==> src/sv/assert_macros.svh <==
// ----------------------------------------------------------------------------
// Assertion macros
// Shared concurrent assertion forms, clocked on clk, idle while rst_n is low.
// ----------------------------------------------------------------------------
`ifndef ASSERT_MACROS_SVH
`define ASSERT_MACROS_SVH

// Check that a property holds at every clock edge outside reset.
`define ASSERT_PROP(lbl, prop, msg) \
  lbl: assert property (@(posedge clk) disable iff (!rst_n) (prop)) else $error(msg);

// Check that a condition never holds outside reset.
`define ASSERT_NEVER(lbl, cond, msg) \
  lbl: assert property (@(posedge clk) disable iff (!rst_n) !(cond)) else $error(msg);

`endif

==> src/sv/mcae_pkg.sv <==
// ----------------------------------------------------------------------------
// mcae_pkg
// Types, constants and the colour formatter of the cursor expander.
// ----------------------------------------------------------------------------
package mcae_pkg;

  localparam int PIXELS_PER_WORD = 32;
  localparam int WORD_W          = 32;
  localparam int RGB_W           = 24;
  localparam int PIXEL_W         = 32;
  localparam int CFG_IDX_W       = 8;
  localparam int CFG_DATA_W      = 32;

  localparam logic [CFG_IDX_W-1:0] REG_FG_COLOR   = CFG_IDX_W'(0);
  localparam logic [CFG_IDX_W-1:0] REG_BG_COLOR   = CFG_IDX_W'(1);
  localparam logic [CFG_IDX_W-1:0] REG_ALPHA_MODE = CFG_IDX_W'(2);
  localparam logic [CFG_IDX_W-1:0] REG_MSB_FIRST  = CFG_IDX_W'(3);

  localparam logic [RGB_W-1:0] FG_COLOR_RESET = 24'hffffff;
  localparam logic [RGB_W-1:0] BG_COLOR_RESET = 24'h000000;

  localparam logic [PIXEL_W-1:0] ALPHA_8888 = 32'hff000000;
  localparam logic [PIXEL_W-1:0] ALPHA_1555 = 32'h00008000;

  // One bit position of the cursor word as it moves along the row.
  typedef struct packed {
    logic valid;
    logic src;
    logic msk;
    logic last;
  } cell_data_t;

  typedef struct packed {
    logic load;
    logic shift;
  } cell_ctrl_t;

  // Pre-formatted colours and bit order from the register file.
  typedef struct packed {
    logic [PIXEL_W-1:0] fore;
    logic [PIXEL_W-1:0] back;
    logic               msb_first;
  } cfg_fmt_t;

  function automatic logic [PIXEL_W-1:0] format_colour(input logic [RGB_W-1:0] rgb,
                                                       input logic alpha_mode);
    logic [PIXEL_W-1:0] px;
    if (alpha_mode) begin
      px = ALPHA_8888 | PIXEL_W'(rgb);
    end else begin
      px = ALPHA_1555 | PIXEL_W'({rgb[23:19], rgb[15:11], rgb[7:3]});
    end
    return px;
  endfunction

endpackage

==> src/sv/mcae_if.sv <==
// ----------------------------------------------------------------------------
// mcae_if
// Valid/ready channels of the cursor expander: input, result, configuration.
// ----------------------------------------------------------------------------
interface mcae_in_if import mcae_pkg::*; ();
  logic              valid;
  logic              ready;
  logic [WORD_W-1:0] source_bits;
  logic [WORD_W-1:0] mask_bits;
  modport source (output valid, source_bits, mask_bits, input ready);
  modport sink   (input valid, source_bits, mask_bits, output ready);
endinterface

interface mcae_out_if import mcae_pkg::*; ();
  logic               valid;
  logic               ready;
  logic [PIXEL_W-1:0] pixel;
  logic               last;
  modport source (output valid, pixel, last, input ready);
  modport sink   (input valid, pixel, last, output ready);
endinterface

interface mcae_cfg_if import mcae_pkg::*; ();
  logic                  valid;
  logic                  ready;
  logic [CFG_IDX_W-1:0]  index;
  logic [CFG_DATA_W-1:0] data;
  modport source (output valid, index, data, input ready);
  modport sink   (input valid, index, data, output ready);
endinterface

==> src/sv/mcae_cell.sv <==
// ----------------------------------------------------------------------------
// mcae_cell
// One bit position of the shift row: load in parallel or take the neighbour.
// ----------------------------------------------------------------------------
module mcae_cell import mcae_pkg::*; (
  input  logic       clk,
  input  logic       rst_n,
  input  cell_ctrl_t ctrl,
  input  cell_data_t ld_data,
  input  cell_data_t nb_data,
  output cell_data_t data_o
);

  cell_data_t data_r;
  cell_data_t data_nxt;

  always_comb begin
    data_nxt = data_r;
    if (ctrl.load) begin
      data_nxt = ld_data;
    end else if (ctrl.shift) begin
      data_nxt = nb_data;
    end
  end

  always_ff @(posedge clk) begin
    if (!rst_n) begin
      data_r.valid <= 1'b0;
    end else begin
      data_r.valid <= data_nxt.valid;
    end
    data_r.src  <= data_nxt.src;
    data_r.msk  <= data_nxt.msk;
    data_r.last <= data_nxt.last;
  end

  assign data_o = data_r;

endmodule

==> src/sv/mcae_cfg_regs.sv <==
// ----------------------------------------------------------------------------
// mcae_cfg_regs
// Register file; formats both colours for the output stage.
// ----------------------------------------------------------------------------
module mcae_cfg_regs import mcae_pkg::*; (
  input  logic        clk,
  input  logic        rst_n,
  mcae_cfg_if.sink    cfg_ch,
  output cfg_fmt_t    fmt
);

  logic [RGB_W-1:0] fg_color_r, fg_color_nxt;
  logic [RGB_W-1:0] bg_color_r, bg_color_nxt;
  logic             alpha_mode_r, alpha_mode_nxt;
  logic             msb_first_r, msb_first_nxt;

  assign cfg_ch.ready = 1'b1;

  always_comb begin
    fg_color_nxt   = fg_color_r;
    bg_color_nxt   = bg_color_r;
    alpha_mode_nxt = alpha_mode_r;
    msb_first_nxt  = msb_first_r;
    if (cfg_ch.valid) begin
      unique case (cfg_ch.index)
        REG_FG_COLOR:   fg_color_nxt   = cfg_ch.data[RGB_W-1:0];
        REG_BG_COLOR:   bg_color_nxt   = cfg_ch.data[RGB_W-1:0];
        REG_ALPHA_MODE: alpha_mode_nxt = cfg_ch.data[0];
        REG_MSB_FIRST:  msb_first_nxt  = cfg_ch.data[0];
        default: ;
      endcase
    end
  end

  always_ff @(posedge clk) begin
    if (!rst_n) begin
      fg_color_r   <= FG_COLOR_RESET;
      bg_color_r   <= BG_COLOR_RESET;
      alpha_mode_r <= 1'b1;
      msb_first_r  <= 1'b0;
    end else begin
      fg_color_r   <= fg_color_nxt;
      bg_color_r   <= bg_color_nxt;
      alpha_mode_r <= alpha_mode_nxt;
      msb_first_r  <= msb_first_nxt;
    end
  end

  assign fmt.fore      = format_colour(fg_color_r, alpha_mode_r);
  assign fmt.back      = format_colour(bg_color_r, alpha_mode_r);
  assign fmt.msb_first = msb_first_r;

endmodule

==> src/sv/mono_cursor_to_argb_expander.sv <==
// ----------------------------------------------------------------------------
// mono_cursor_to_argb_expander
// Expands one source/mask word pair into a run of formatted cursor pixels.
// ----------------------------------------------------------------------------
//  channel | dir | transaction
//  in_ch   | in  | source_bits, mask_bits: one cursor word pair
//  out_ch  | out | pixel, last: one formatted pixel, last on the final one
//  cfg_ch  | in  | index, data: one register write, always ready
//
//  One pixel leaves the head cell of the shift row per cycle while out_ch is
//  not stalled, and the next word loads as the final pixel leaves, so words
//  follow each other without a gap.
//  Reset clears the cell valid bits, the output valid bit and the registers.
//  A stall on out_ch freezes the whole row and the output register.
// ----------------------------------------------------------------------------
`include "assert_macros.svh"

module mono_cursor_to_argb_expander import mcae_pkg::*; (
  input  logic      clk,
  input  logic      rst_n,
  mcae_in_if.sink   in_ch,
  mcae_out_if.source out_ch,
  mcae_cfg_if.sink  cfg_ch
);

  cfg_fmt_t   fmt;
  cell_ctrl_t ctrl;
  cell_data_t ld_data [PIXELS_PER_WORD];
  cell_data_t cell_q  [PIXELS_PER_WORD];
  logic [PIXELS_PER_WORD-1:0] vld;

  logic               advance;
  logic               in_fire;
  logic               out_valid_r, out_valid_nxt;
  logic [PIXEL_W-1:0] pixel_r, pixel_nxt;
  logic               last_r, last_nxt;
  logic               head_last;
  logic               tail_last;

  mcae_cfg_regs u_cfg (
    .clk    (clk),
    .rst_n  (rst_n),
    .cfg_ch (cfg_ch),
    .fmt    (fmt)
  );

  // Advance the row whenever the output register is free or being drained.
  assign advance = !out_valid_r || out_ch.ready;
  // Take a new word once at most the head cell is left and the row advances now.
  assign in_ch.ready = advance && !cell_q[1].valid;
  assign in_fire     = in_ch.valid && in_ch.ready;

  assign ctrl.load  = in_fire;
  assign ctrl.shift = advance;

  for (genvar k = 0; k < PIXELS_PER_WORD; k++) begin : g_row
    // Cell k holds the k-th pixel of the word in output order.
    assign ld_data[k].valid = 1'b1;
    assign ld_data[k].src   = fmt.msb_first ? in_ch.source_bits[WORD_W-1-k]
                                            : in_ch.source_bits[k];
    assign ld_data[k].msk   = fmt.msb_first ? in_ch.mask_bits[WORD_W-1-k]
                                            : in_ch.mask_bits[k];
    assign ld_data[k].last  = (k == PIXELS_PER_WORD - 1);

    if (k == PIXELS_PER_WORD - 1) begin : g_tail
      mcae_cell u_cell (
        .clk     (clk),
        .rst_n   (rst_n),
        .ctrl    (ctrl),
        .ld_data (ld_data[k]),
        .nb_data ('0),
        .data_o  (cell_q[k])
      );
    end else begin : g_body
      mcae_cell u_cell (
        .clk     (clk),
        .rst_n   (rst_n),
        .ctrl    (ctrl),
        .ld_data (ld_data[k]),
        .nb_data (cell_q[k+1]),
        .data_o  (cell_q[k])
      );
    end
    assign vld[k] = cell_q[k].valid;
  end

  // Output register: format the head cell as it leaves the row.
  always_comb begin
    out_valid_nxt = out_valid_r;
    pixel_nxt     = pixel_r;
    last_nxt      = last_r;
    if (advance) begin
      out_valid_nxt = cell_q[0].valid;
      last_nxt      = cell_q[0].last;
      if (!cell_q[0].msk) begin
        pixel_nxt = '0;
      end else if (cell_q[0].src) begin
        pixel_nxt = fmt.fore;
      end else begin
        pixel_nxt = fmt.back;
      end
    end
  end

  always_ff @(posedge clk) begin
    if (!rst_n) begin
      out_valid_r <= 1'b0;
    end else begin
      out_valid_r <= out_valid_nxt;
    end
    pixel_r <= pixel_nxt;
    last_r  <= last_nxt;
  end

  assign out_ch.valid = out_valid_r;
  assign out_ch.pixel = pixel_r;
  assign out_ch.last  = last_r;

  assign head_last = cell_q[0].valid && cell_q[0].last;
  assign tail_last = vld[PIXELS_PER_WORD-1] && cell_q[PIXELS_PER_WORD-1].last;

  // A loaded word fills the row right up to the tail cell.
  `ASSERT_PROP(a_load_fills_row, in_fire |=> tail_last, "word load did not reach the tail cell")
  // Occupied cells always form one run from the head.
  `ASSERT_NEVER(a_row_contiguous, ((vld & (vld + PIXELS_PER_WORD'(1))) != '0), "gap in row")
  // The final pixel of a word sits alone in the row.
  `ASSERT_PROP(a_last_alone, head_last |-> ($countones(vld) == 1), "last pixel not alone")

endmodule
==> src/flat_wrapper.sv <==
// flat-port wrapper written by rule: the top's interface ports become plain ports
module mono_cursor_to_argb_expander_flat import mcae_pkg::*;
  (clk, rst_n, in_ch_valid, in_ch_source_bits, in_ch_mask_bits, in_ch_ready, out_ch_valid, out_ch_pixel, out_ch_last, out_ch_ready, cfg_ch_valid, cfg_ch_index, cfg_ch_data, cfg_ch_ready);
  mcae_in_if in_ch_i ();
  mcae_out_if out_ch_i ();
  mcae_cfg_if cfg_ch_i ();
  input  logic clk;
  input  logic rst_n;
  input wire logic [$bits(in_ch_i.valid)-1:0] in_ch_valid;
  input wire logic [$bits(in_ch_i.source_bits)-1:0] in_ch_source_bits;
  input wire logic [$bits(in_ch_i.mask_bits)-1:0] in_ch_mask_bits;
  output wire logic [$bits(in_ch_i.ready)-1:0] in_ch_ready;
  output wire logic [$bits(out_ch_i.valid)-1:0] out_ch_valid;
  output wire logic [$bits(out_ch_i.pixel)-1:0] out_ch_pixel;
  output wire logic [$bits(out_ch_i.last)-1:0] out_ch_last;
  input wire logic [$bits(out_ch_i.ready)-1:0] out_ch_ready;
  input wire logic [$bits(cfg_ch_i.valid)-1:0] cfg_ch_valid;
  input wire logic [$bits(cfg_ch_i.index)-1:0] cfg_ch_index;
  input wire logic [$bits(cfg_ch_i.data)-1:0] cfg_ch_data;
  output wire logic [$bits(cfg_ch_i.ready)-1:0] cfg_ch_ready;
  assign in_ch_i.valid = in_ch_valid;
  assign in_ch_i.source_bits = in_ch_source_bits;
  assign in_ch_i.mask_bits = in_ch_mask_bits;
  assign in_ch_ready = in_ch_i.ready;
  assign out_ch_valid = out_ch_i.valid;
  assign out_ch_pixel = out_ch_i.pixel;
  assign out_ch_last = out_ch_i.last;
  assign out_ch_i.ready = out_ch_ready;
  assign cfg_ch_i.valid = cfg_ch_valid;
  assign cfg_ch_i.index = cfg_ch_index;
  assign cfg_ch_i.data = cfg_ch_data;
  assign cfg_ch_ready = cfg_ch_i.ready;
  mono_cursor_to_argb_expander u_core (.clk(clk), .rst_n(rst_n), .in_ch(in_ch_i), .out_ch(out_ch_i), .cfg_ch(cfg_ch_i));
endmodule
==> config.mk <==
export PLATFORM = sky130hd
export DESIGN_NAME = mono_cursor_to_argb_expander_flat
export DESIGN_NICKNAME = d
export VERILOG_FILES = /design/src/sv/mcae_pkg.sv /design/src/sv/mcae_if.sv /design/src/sv/mcae_cell.sv /design/src/sv/mcae_cfg_regs.sv /design/src/sv/mono_cursor_to_argb_expander.sv /design/src/flat_wrapper.sv
export VERILOG_INCLUDE_DIRS = /design/src /design/src/sv
export SDC_FILE = /design/constraint.sdc
export NUM_CORES = 1
export LEC_CHECK = 0
export BUFFER_PORTS_ARGS = -buffer_cell sky130_fd_sc_hd__buf_4
export CAP_MARGIN = 20
export CORE_ASPECT_RATIO = 0.75
export CORE_MARGIN = 4
export CORE_UTILIZATION = 60
export CTS_BUF_LIST = sky130_fd_sc_hd__clkbuf_8
export CTS_CLUSTER_DIAMETER = 30
export DETAILED_ROUTE_END_ITERATION = 8
export GPL_ROUTABILITY_DRIVEN = 0
export PLACE_DENSITY = 0.95
export SLEW_MARGIN = 10
export SYNTH_ARGS = -nofsm -noshare
export SYNTH_HDL_FRONTEND = slang
export SYNTH_SLANG_ARGS = --single-unit
==> constraint.sdc <==
create_clock -name clk -period 10.6 [get_ports clk]
set_clock_uncertainty 0.15 [all_clocks]
set_input_delay 1.59 -clock clk [delete_from_list [all_inputs] [get_ports clk]]
set_output_delay 1.59 -clock clk [all_outputs]
set_load 0.1 [all_outputs]
==> out/metrics.yaml, run 1 <==
core_um2: 15200
cts_tree: "yes"
rows: 39
diodes: 0
root_buffer: "clkbuf_8"
rsz0062_at_grt: "false"
fillers: 1036
cts_buffers: 34
synthMuxAreaShare: 0.221
cts-resized-gates: 0
worstPathMaxFanout: 135
fin_crit_sh: 0.432
whs_path_depth: 0
final_cell_mix: "nand2_1, mux2i_1, buf_4"
io_buffers: 135
die_w_um: 152
synth-simple-area-share: 0.149
cts_sinks: 205
comb_power_share: 0.223
tns_ps: 0
place_hpwl_mm: 12.1
pre_cts_slack_ps: 5570
vias_per_cell: 5.45
layout_commonest_cell: "nand2_1"
synth_fa_ha_area_frac: 0
power_frac_seq: 0.444
cpMostUsedCell: "buf_4"
cp.arrival_ps: 4600
peakVddDrop_v: 0.000129
clk_path_buf_depth: 3
setup_viol: 0
path_buf_inv: 4
intPower_w: 0.00150
p_switching_w: 0.000683
status: "complete, no violations"
slowest_stage: "buf_4"
max-slew-margin-rel: 0.262
initial_core_util: 0.613
final.min_clock_period_ps: 4580
yosys_warnings: 0
ant_nets: 0
antenna_found_initial: 0
first_pass_iters: 5
ff2ff_path_depth: 6
worst_pin_slew_ps: 1110
synth_compound_area_frac: 0.0422
cp-start-kind: "primary input"
grt_pass1_vias: 6389
finalWorstSetupSlack_ps: 6020
async_reset_ff_frac: 0
clockPowerShare: 0.333
yosysUniqueCellTypes: 32
synthesis.instances: 896
syn_area_um2: 9330
grt_start_max_net_pins: 136
cts_hold_buf: 0
die_area_um2: 17600
max_freq_mhz: 218
synth_xor_area_frac: 0
final_nets: 1107
p_leak_nw: 4.57
grt_pass1_wl_mm: 30.9
drt_wl_total_mm: 19.4
max-cap-violations: 0
finalPower_w: 0.00218
grt_overflow: 0
ios: 145
fin_hold_ws_ps: 294
synth_top_cell_area_share: 0.290
maxSlewViolCount: 0
place_area_um2: 10200
yosysTopAreaCell: "edfxtp_1"
clk_pin_slew_ps: 60
synth_nets: 1005
swShare: 0.313
drive_gt1_frac: 0.197
grt_usage: 0.212
synth_area_leaders: "edfxtp_1, dfxtp_1, mux2i_1, nand2_1, nor2_1"
slowest_delay_ps: 800
hp-class: "flip-flop to flip-flop"
drt-initial-drc-count: 570
path_delay_family: "buffers and inverters"
critPathRequiredTime_ps: 10610
path_depth: 7
path_class: "primary input to flip-flop"
area_growth_pct: 17.3
synth_top_family_by_area: "multiplexers"
synthFlopType: "dfxtp_1"
synth_seq_cells: 205
final_cell_area_um2: 10900
hold_viol: 0
syn_avg_cell_area_um2: 10.4
endpoint_kind: "flip-flop"
cts.htree.levels: 2
drc_errors: 0
crit_chain: "buf_4 -> nor2b_4 -> buf_4 -> inv_6 -> and3_4 -> buf_4 -> mux2i_1"
synth-edff-count: 90
fp.dieH_um: 116
postCtsSetupBuffers: 0
ys_seq_area_frac: 0.536
power_density_nw_per_um2: 200
wl_per_cell_um: 15.8
insertion_delay_ps: 480
vias: 6690
-- synth_stat cells, drive strengths merged (5+ instances only) --
library cell	number
mux4	5
nand2b	6
clkbuf	33
nor2b	5
and2	5
mux2i	195
a31oi	29
and3	7
a21oi	34
dfxtp	115
edfxtp	90
nor2	67
nand2	241
buf	44
-- logic make-up (layout without fill, tap and decap cells) --
group                  count (synthesis)  count (layout)
AO/OA/AOI/OAI                         69              69
buffers and inverters                 81             208
flip-flops                           205             205
multiplexers                         200             200
other                                  1               1
AND/OR/NAND/NOR                      340             340
-- worst paths after layout --
check	from	to	slack, ps
hold / removal	u_core.g_row[0].g_body.u_cell.data_o[0]$_SDFFE_PP0P_	u_core.out_ch.last$_DFFE_PP_	290
setup / recovery	out_ch_ready	u_core.g_row[0].g_body.u_cell.data_o[1]$_DFFE_PP_	6020
setup reg to reg	u_core.out_ch.valid$_SDFFE_PN0P_	u_core.g_row[0].g_body.u_cell.data_o[1]$_DFFE_PP_	6810
hold reg to reg	u_core.g_row[0].g_body.u_cell.data_o[0]$_SDFFE_PP0P_	u_core.out_ch.last$_DFFE_PP_	290
-- cell type report --
| type | instances | area (um2) | area share |
|---|---|---|---|
| multi-input cells | 610 | 3860 | 0.353 |
| repair buffers | 143 | 1080 | 0.0987 |
| inverters | 4 | 20.0 | 0.00183 |
| clock inverters | 23 | 200 | 0.0183 |
| flip-flops and latches | 205 | 5010 | 0.457 |
| clock buffers | 38 | 523 | 0.0478 |
| well taps | 205 | 256 | 0.0234 |
-- routing by layer --
layer,track usage,vias up,routed length [um]
met2,0.351,210,9290
li1,-,3279,-
met4,0.0605,0,378
met3,0.0485,36,1160
met1,0.283,3165,8510
met5,0,-,0
-- sequential cells by signal (all words and copies together), names as in the netlist --
register and count:
u_core.out_ch.last 1, u_core.u_cfg.bg_color_r 24, u_core.out_ch.valid 1, u_core.u_cfg.fg_color_r 24
u_core.u_cfg.alpha_mode_r 1, u_core.g_row.g_tail.u_cell.data_o 4, u_core.g_row.g_body.u_cell.data_o 124, u_core.u_cfg.msb_first_r 1
u_core.out_ch.pixel 25
-- power groups by stage --
stage / registers [W] / logic [W] / clock network, W
2_1_floorplan: 0.00113 / 0.000228 / 0
3_3_place_gp: 0.000981 / 0.000474 / 0
3_5_place_dp: 0.000985 / 0.000484 / 0
4_1_cts: 0.000970 / 0.000488 / 0.000744
5_1_grt: 0.000979 / 0.000517 / 0.000784
6_report: 0.000970 / 0.000488 / 0.000727
-- per-stage QoR --
| step | std cells | utilization |
|---|---|---|
| after floorplan | 896 | - |
| after global placement | 1166 | 0.671 |
| after detailed placement | 1167 | 0.672 |
| after CTS | 1228 | 0.719 |
| after global routing | 1228 | 0.719 |
| final | 1228 | 0.719 |
Power figures use the tool's default switching activity.
==> inputs of run 2 (changes only) <==
- CORE_UTILIZATION: 60 -> 59
- PLACE_DENSITY: 0.95 -> 0.94
- clock period: 10.6 -> 4.3 ns (I/O delays scaled with it)
==> out/metrics.yaml, run 2 (same netlist as run 1, synthesis figures left out) <==
status: "complete, no violations"
p_switching_w: 0.00171
hold_viol: 0
swShare: 0.322
worst_r2r_endpoint: "u_core.g_row[6].g_body.u_cell.data_o[1]$_DFFE_PP_"
p_leak_nw: 4.54
r2r-start: "u_core.out_ch.valid$_SDFFE_PN0P_"
layout_commonest_cell: "nand2_1"
grt_overflow: 0
drt-initial-drc-count: 506
clk_pin_slew_ps: 70
area_growth_pct: 17.3
drive_gt1_frac: 0.203
root_buffer: "clkbuf_8"
max-cap-violations: 0
place_inst: 1168
final_cell_area_um2: 10900
comb_power_share: 0.226
cts.htree.levels: 2
grt_start_max_net_pins: 217
fin_crit_sh: 0.636
instances_no_fill: 1227
power_frac_seq: 0.449
cts_sinks: 205
pre_cts_slack_ps: 1680
use_met3: 0.0481
worstPathMaxFanout: 65
vias_per_cell: 5.46
cts_tree: "yes"
first_pass_iters: 5
cp-start-kind: "flip-flop"
clockPowerShare: 0.324
path_class: "flip-flop to output port"
path_delay_family: "buffers and inverters"
endpoint_kind: "output port"
slowest_delay_ps: 550
cp.arrival_ps: 1940
regArea_um2: 5010
diodes: 0
initial_core_util: 0.607
hp-class: "primary input to flip-flop"
drc_errors: 0
ff2ff_path_depth: 5
whs_path_depth: 3
worst_pin_slew_ps: 1090
whs_endpoint: "u_core.u_cfg.bg_color_r[4]$_SDFFE_PN0P_"
grt_usage: 0.210
die_w_um: 153
final_nets: 1108
vias: 6704
r2r_slack_ps: 2140
cts-resized-gates: 0
cts_buffers: 34
maxSlewViolCount: 0
core_um2: 15400
drt_wl_total_mm: 19.5
max-slew-margin-rel: 0.274
finalWorstSetupSlack_ps: 1570
postCtsSetupBuffers: 0
ios: 145
gr-usage-met1: 0.279
die_area_um2: 17900
final_util: 0.712
fillers: 1002
io_buffers: 135
min-delay-start: "cfg_ch_data[4]"
clk_path_buf_depth: 3
cts_hold_buf: 0
intPower_w: 0.00361
largest_register_ff_count: 124
slowest_stage: "buf_4"
crit_chain: "nor2b_4 -> buf_4 -> nor2_1 -> buf_4"
rsz0062_at_grt: "false"
path_buf_inv: 2
cpMostUsedCell: "buf_4"
antenna_found_initial: 0
final.min_clock_period_ps: 2730
tns_ps: 0
fp.dieH_um: 117
top_usage_layer: "met2"
grt_pass1_vias: 6490
peakVddDrop_v: 0.000196
ant_nets: 0
wl_per_cell_um: 15.9
setup_viol: 0
place_hpwl_mm: 12.3
final_cell_mix: "nand2_1, mux2i_1, buf_4"
grt_pass1_wl_mm: 30.9
critPathRequiredTime_ps: 3500
multi_input_area_um2: 3860
max_freq_mhz: 366
use_met2: 0.348
power_density_nw_per_um2: 486
insertion_delay_ps: 490
place_area_um2: 10300
rows: 39
-- run 2: worst min-delay path: stages --
cell	delay [ps]
buf_4	110
nand2_1	40
mux2i_1	50
-- run 2: through the flow --
stage	power [W]	hold slack, ps
2_1_floorplan	0.00335	258
3_3_place_gp	0.00359	269
3_5_place_dp	0.00362	275
4_1_cts	0.00535	235
5_1_grt	0.00553	251
6_report	0.00532	253
-- run 2: per-layer routing --
metal  vias up  wire length [um]
li1       3281                 -
met1      3160              8490
met2       224              9260
met3        39              1300
met4         0               459
met5         -                 0
-- run 2: area by class of cell --
type,instances,area share
Clock buffer,39,0.0491
Timing Repair Buffer,144,0.101
Tap cell,205,0.0234
Sequential cell,205,0.458
Multi-Input combinational cell,610,0.353
Inverter,4,0.00183
Clock inverter,20,0.0142
-- run 2: worst max-delay path by stage --
stage | from | to | cells after the start
3_3_place_gp | out_ch_ready | in_ch_ready | 5
2_1_floorplan | u_core.out_ch.valid$_SDFFE_PN0P_ | in_ch_ready | 4
4_1_cts | u_core.out_ch.valid$_SDFFE_PN0P_ | in_ch_ready | 4
5_1_grt | u_core.out_ch.valid$_SDFFE_PN0P_ | in_ch_ready | 4
3_5_place_dp | out_ch_ready | in_ch_ready | 5
6_report | u_core.out_ch.valid$_SDFFE_PN0P_ | in_ch_ready | 4
-- run 2: power by group through the flow --
stage          clock [W]  sequential (W)  combinational [W]
2_1_floorplan          0         0.00279           0.000561
3_3_place_gp           0         0.00242            0.00117
3_5_place_dp           0         0.00243            0.00120
4_1_cts          0.00176         0.00239            0.00120
5_1_grt          0.00185         0.00241            0.00127
6_report         0.00173         0.00239            0.00120
==> inputs of run 3 (changes only) <==
- ABC_AREA: unset -> 1
- clock period: 4.3 -> 2.8 ns (I/O delays scaled with it)
==> out/metrics.yaml, run 3 <==
status: "complete, no violations"
synthFlopType: "dfxtp_1"
hp-class: "primary input to flip-flop"
synth_seq_cells: 205
multi_input_area_um2: 3520
cts_tree: "yes"
synth_area_leaders: "edfxtp_1, dfxtp_1, nand2_1, nand3_1, o21ai_0"
root_buffer: "clkbuf_8"
io_buffers: 135
r2r-start: "u_core.g_row[0].g_body.u_cell.data_o[2]$_DFFE_PP_"
area_growth_pct: 18.2
cts_hold_buf: 0
setup_viol: 0
worstPathMaxFanout: 22
final_util: 0.719
vias_per_cell: 5.37
clk_path_buf_depth: 3
synth_common_cells: "nand2_1, nand3_1, dfxtp_1"
cp.arrival_ps: 2070
clk_pin_slew_ps: 60
min-delay-start: "cfg_ch_data[7]"
diodes: 0
yosysUniqueCellTypes: 25
max_freq_mhz: 497
p_leak_nw: 5.47
vias: 8185
drt-initial-drc-count: 851
largest_register_ff_count: 124
synth-edff-count: 90
syn_area_um2: 9380
ys_seq_area_frac: 0.533
initial_core_util: 0.608
instances_no_fill: 1523
cts.htree.levels: 2
final.min_clock_period_ps: 2010
ant_nets: 0
place_hpwl_mm: 13.1
die_area_um2: 18000
power_density_nw_per_um2: 738
wl_per_cell_um: 13.9
cts_buffers: 36
layout_commonest_cell: "nand2_1"
finalPower_w: 0.00818
drt_wl_total_mm: 21.2
ios: 145
place_inst: 1457
rows: 39
path_class: "flip-flop to flip-flop"
final_nets: 1399
tns_ps: 0
critPathRequiredTime_ps: 2860
synth.most_common_cell: "nand2_1"
cp-start-kind: "flip-flop"
cts_sinks: 205
grt_pass1_vias: 7322
die_w_um: 154
yosys_warnings: 0
rsz0062_at_grt: "false"
fin_crit_sh: 0.719
max-cap-violations: 0
synth_top_cell_area_share: 0.288
async_reset_ff_frac: 0
syn_avg_cell_area_um2: 7.83
grt_overflow: 0
grt_pass1_wl_mm: 34.0
fillers: 1094
endpoint_kind: "flip-flop"
first_pass_iters: 6
drive_gt1_frac: 0.159
synthesis.instances: 1198
postCtsSetupBuffers: 0
worst_pin_slew_ps: 937
worstSetupStartpoint: "u_core.g_row[0].g_body.u_cell.data_o[2]$_DFFE_PP_"
hold_viol: 0
final_cell_mix: "nand2_1, buf_4, nand3_1"
yosysTopAreaCell: "edfxtp_1"
cts-resized-gates: 0
drc_errors: 0
grt_start_max_net_pins: 66
maxSlewViolCount: 0
peakVddDrop_v: 0.000413
antenna_found_initial: 0
insertion_delay_ps: 500
max-slew-margin-rel: 0.375
grt_usage: 0.226
regArea_um2: 5010
fp.dieH_um: 117
synth_nets: 1307
core_um2: 15400
run 3: changes by cell type after synthesis, moves of 7 or more:
| cell | change |
|---|---|
| buf_2 | +16 |
| mux2i_1 | -193 |
| o21ai_0 | +69 |
| o22ai_1 | +15 |
| buf_4 | +11 |
| nand2_1 | +206 |
| inv_1 | +91 |
| and3_1 | -7 |
| nand3_1 | +136 |
| nor2_1 | -18 |
| a21boi_0 | +12 |
| buf_6 | -7 |
run 3: kinds of logic (layout without fill, tap and decap cells):
family / count (synthesis) / count (layout) / share of synthesized area
buf+inv: 191 / 311 / 0.0920
flops: 205 / 205 / 0.533
compound gates: 156 / 156 / 0.0927
simple gates: 643 / 643 / 0.279
mux: 2 / 2 / 0.00213
other cells: 1 / 1 / 0.000400
run 3: routing by layer:
layer  wire length (um)  track usage
met1               9160        0.318
met2               9710        0.351
met3               1860       0.0481
met4                491       0.0800
met5                  0            0
run 3: cell type report:
class / count / area share
clock inverters: 26 / 0.0198
clock buffers: 40 / 0.0497
inverters: 97 / 0.0335
well taps: 205 / 0.0231
repair buffers: 148 / 0.105
flip-flops and latches: 205 / 0.452
multi-input cells: 802 / 0.318
run 3: worst paths after layout:
kind / endpoint / slack (ps) / cells after the start
hold / removal: u_core.u_cfg.fg_color_r[7]$_SDFFE_PN1P_ / 20 / 3
setup reg to reg: u_core.out_ch.pixel[11]$_SDFFCE_PN0P_ / 790 / 3
hold reg to reg: u_core.out_ch.last$_DFFE_PP_ / 300 / 0
setup / recovery: u_core.out_ch.pixel[11]$_SDFFCE_PN0P_ / 790 / 3
run 3: worst max-delay path: stages, from the launching register on:
cell and delay, ps:
edfxtp_1 340, inv_1 320, a21boi_0 710, o22ai_1 200
run 3: power breakdown:
| group | internal, W | switching (W) |
|---|---|---|
| sequential | 0.00350 | 0.000105 |
| combinational | 0.000434 | 0.00126 |
| clock | 0.00169 | 0.00120 |
| total | 0.00562 | 0.00256 |
run 3: per-stage QoR:
stage | setup slack [ps] | hold WS, ps | cell area (um2)
after floorplan | 48.9 | 259 | 9390
after global placement | 869 | 265 | 10300
after detailed placement | 829 | 278 | 10300
after CTS | 804 | 8.82 | 11100
after global routing | 758 | 21.9 | 11100
final | 788 | 17.0 | 11100
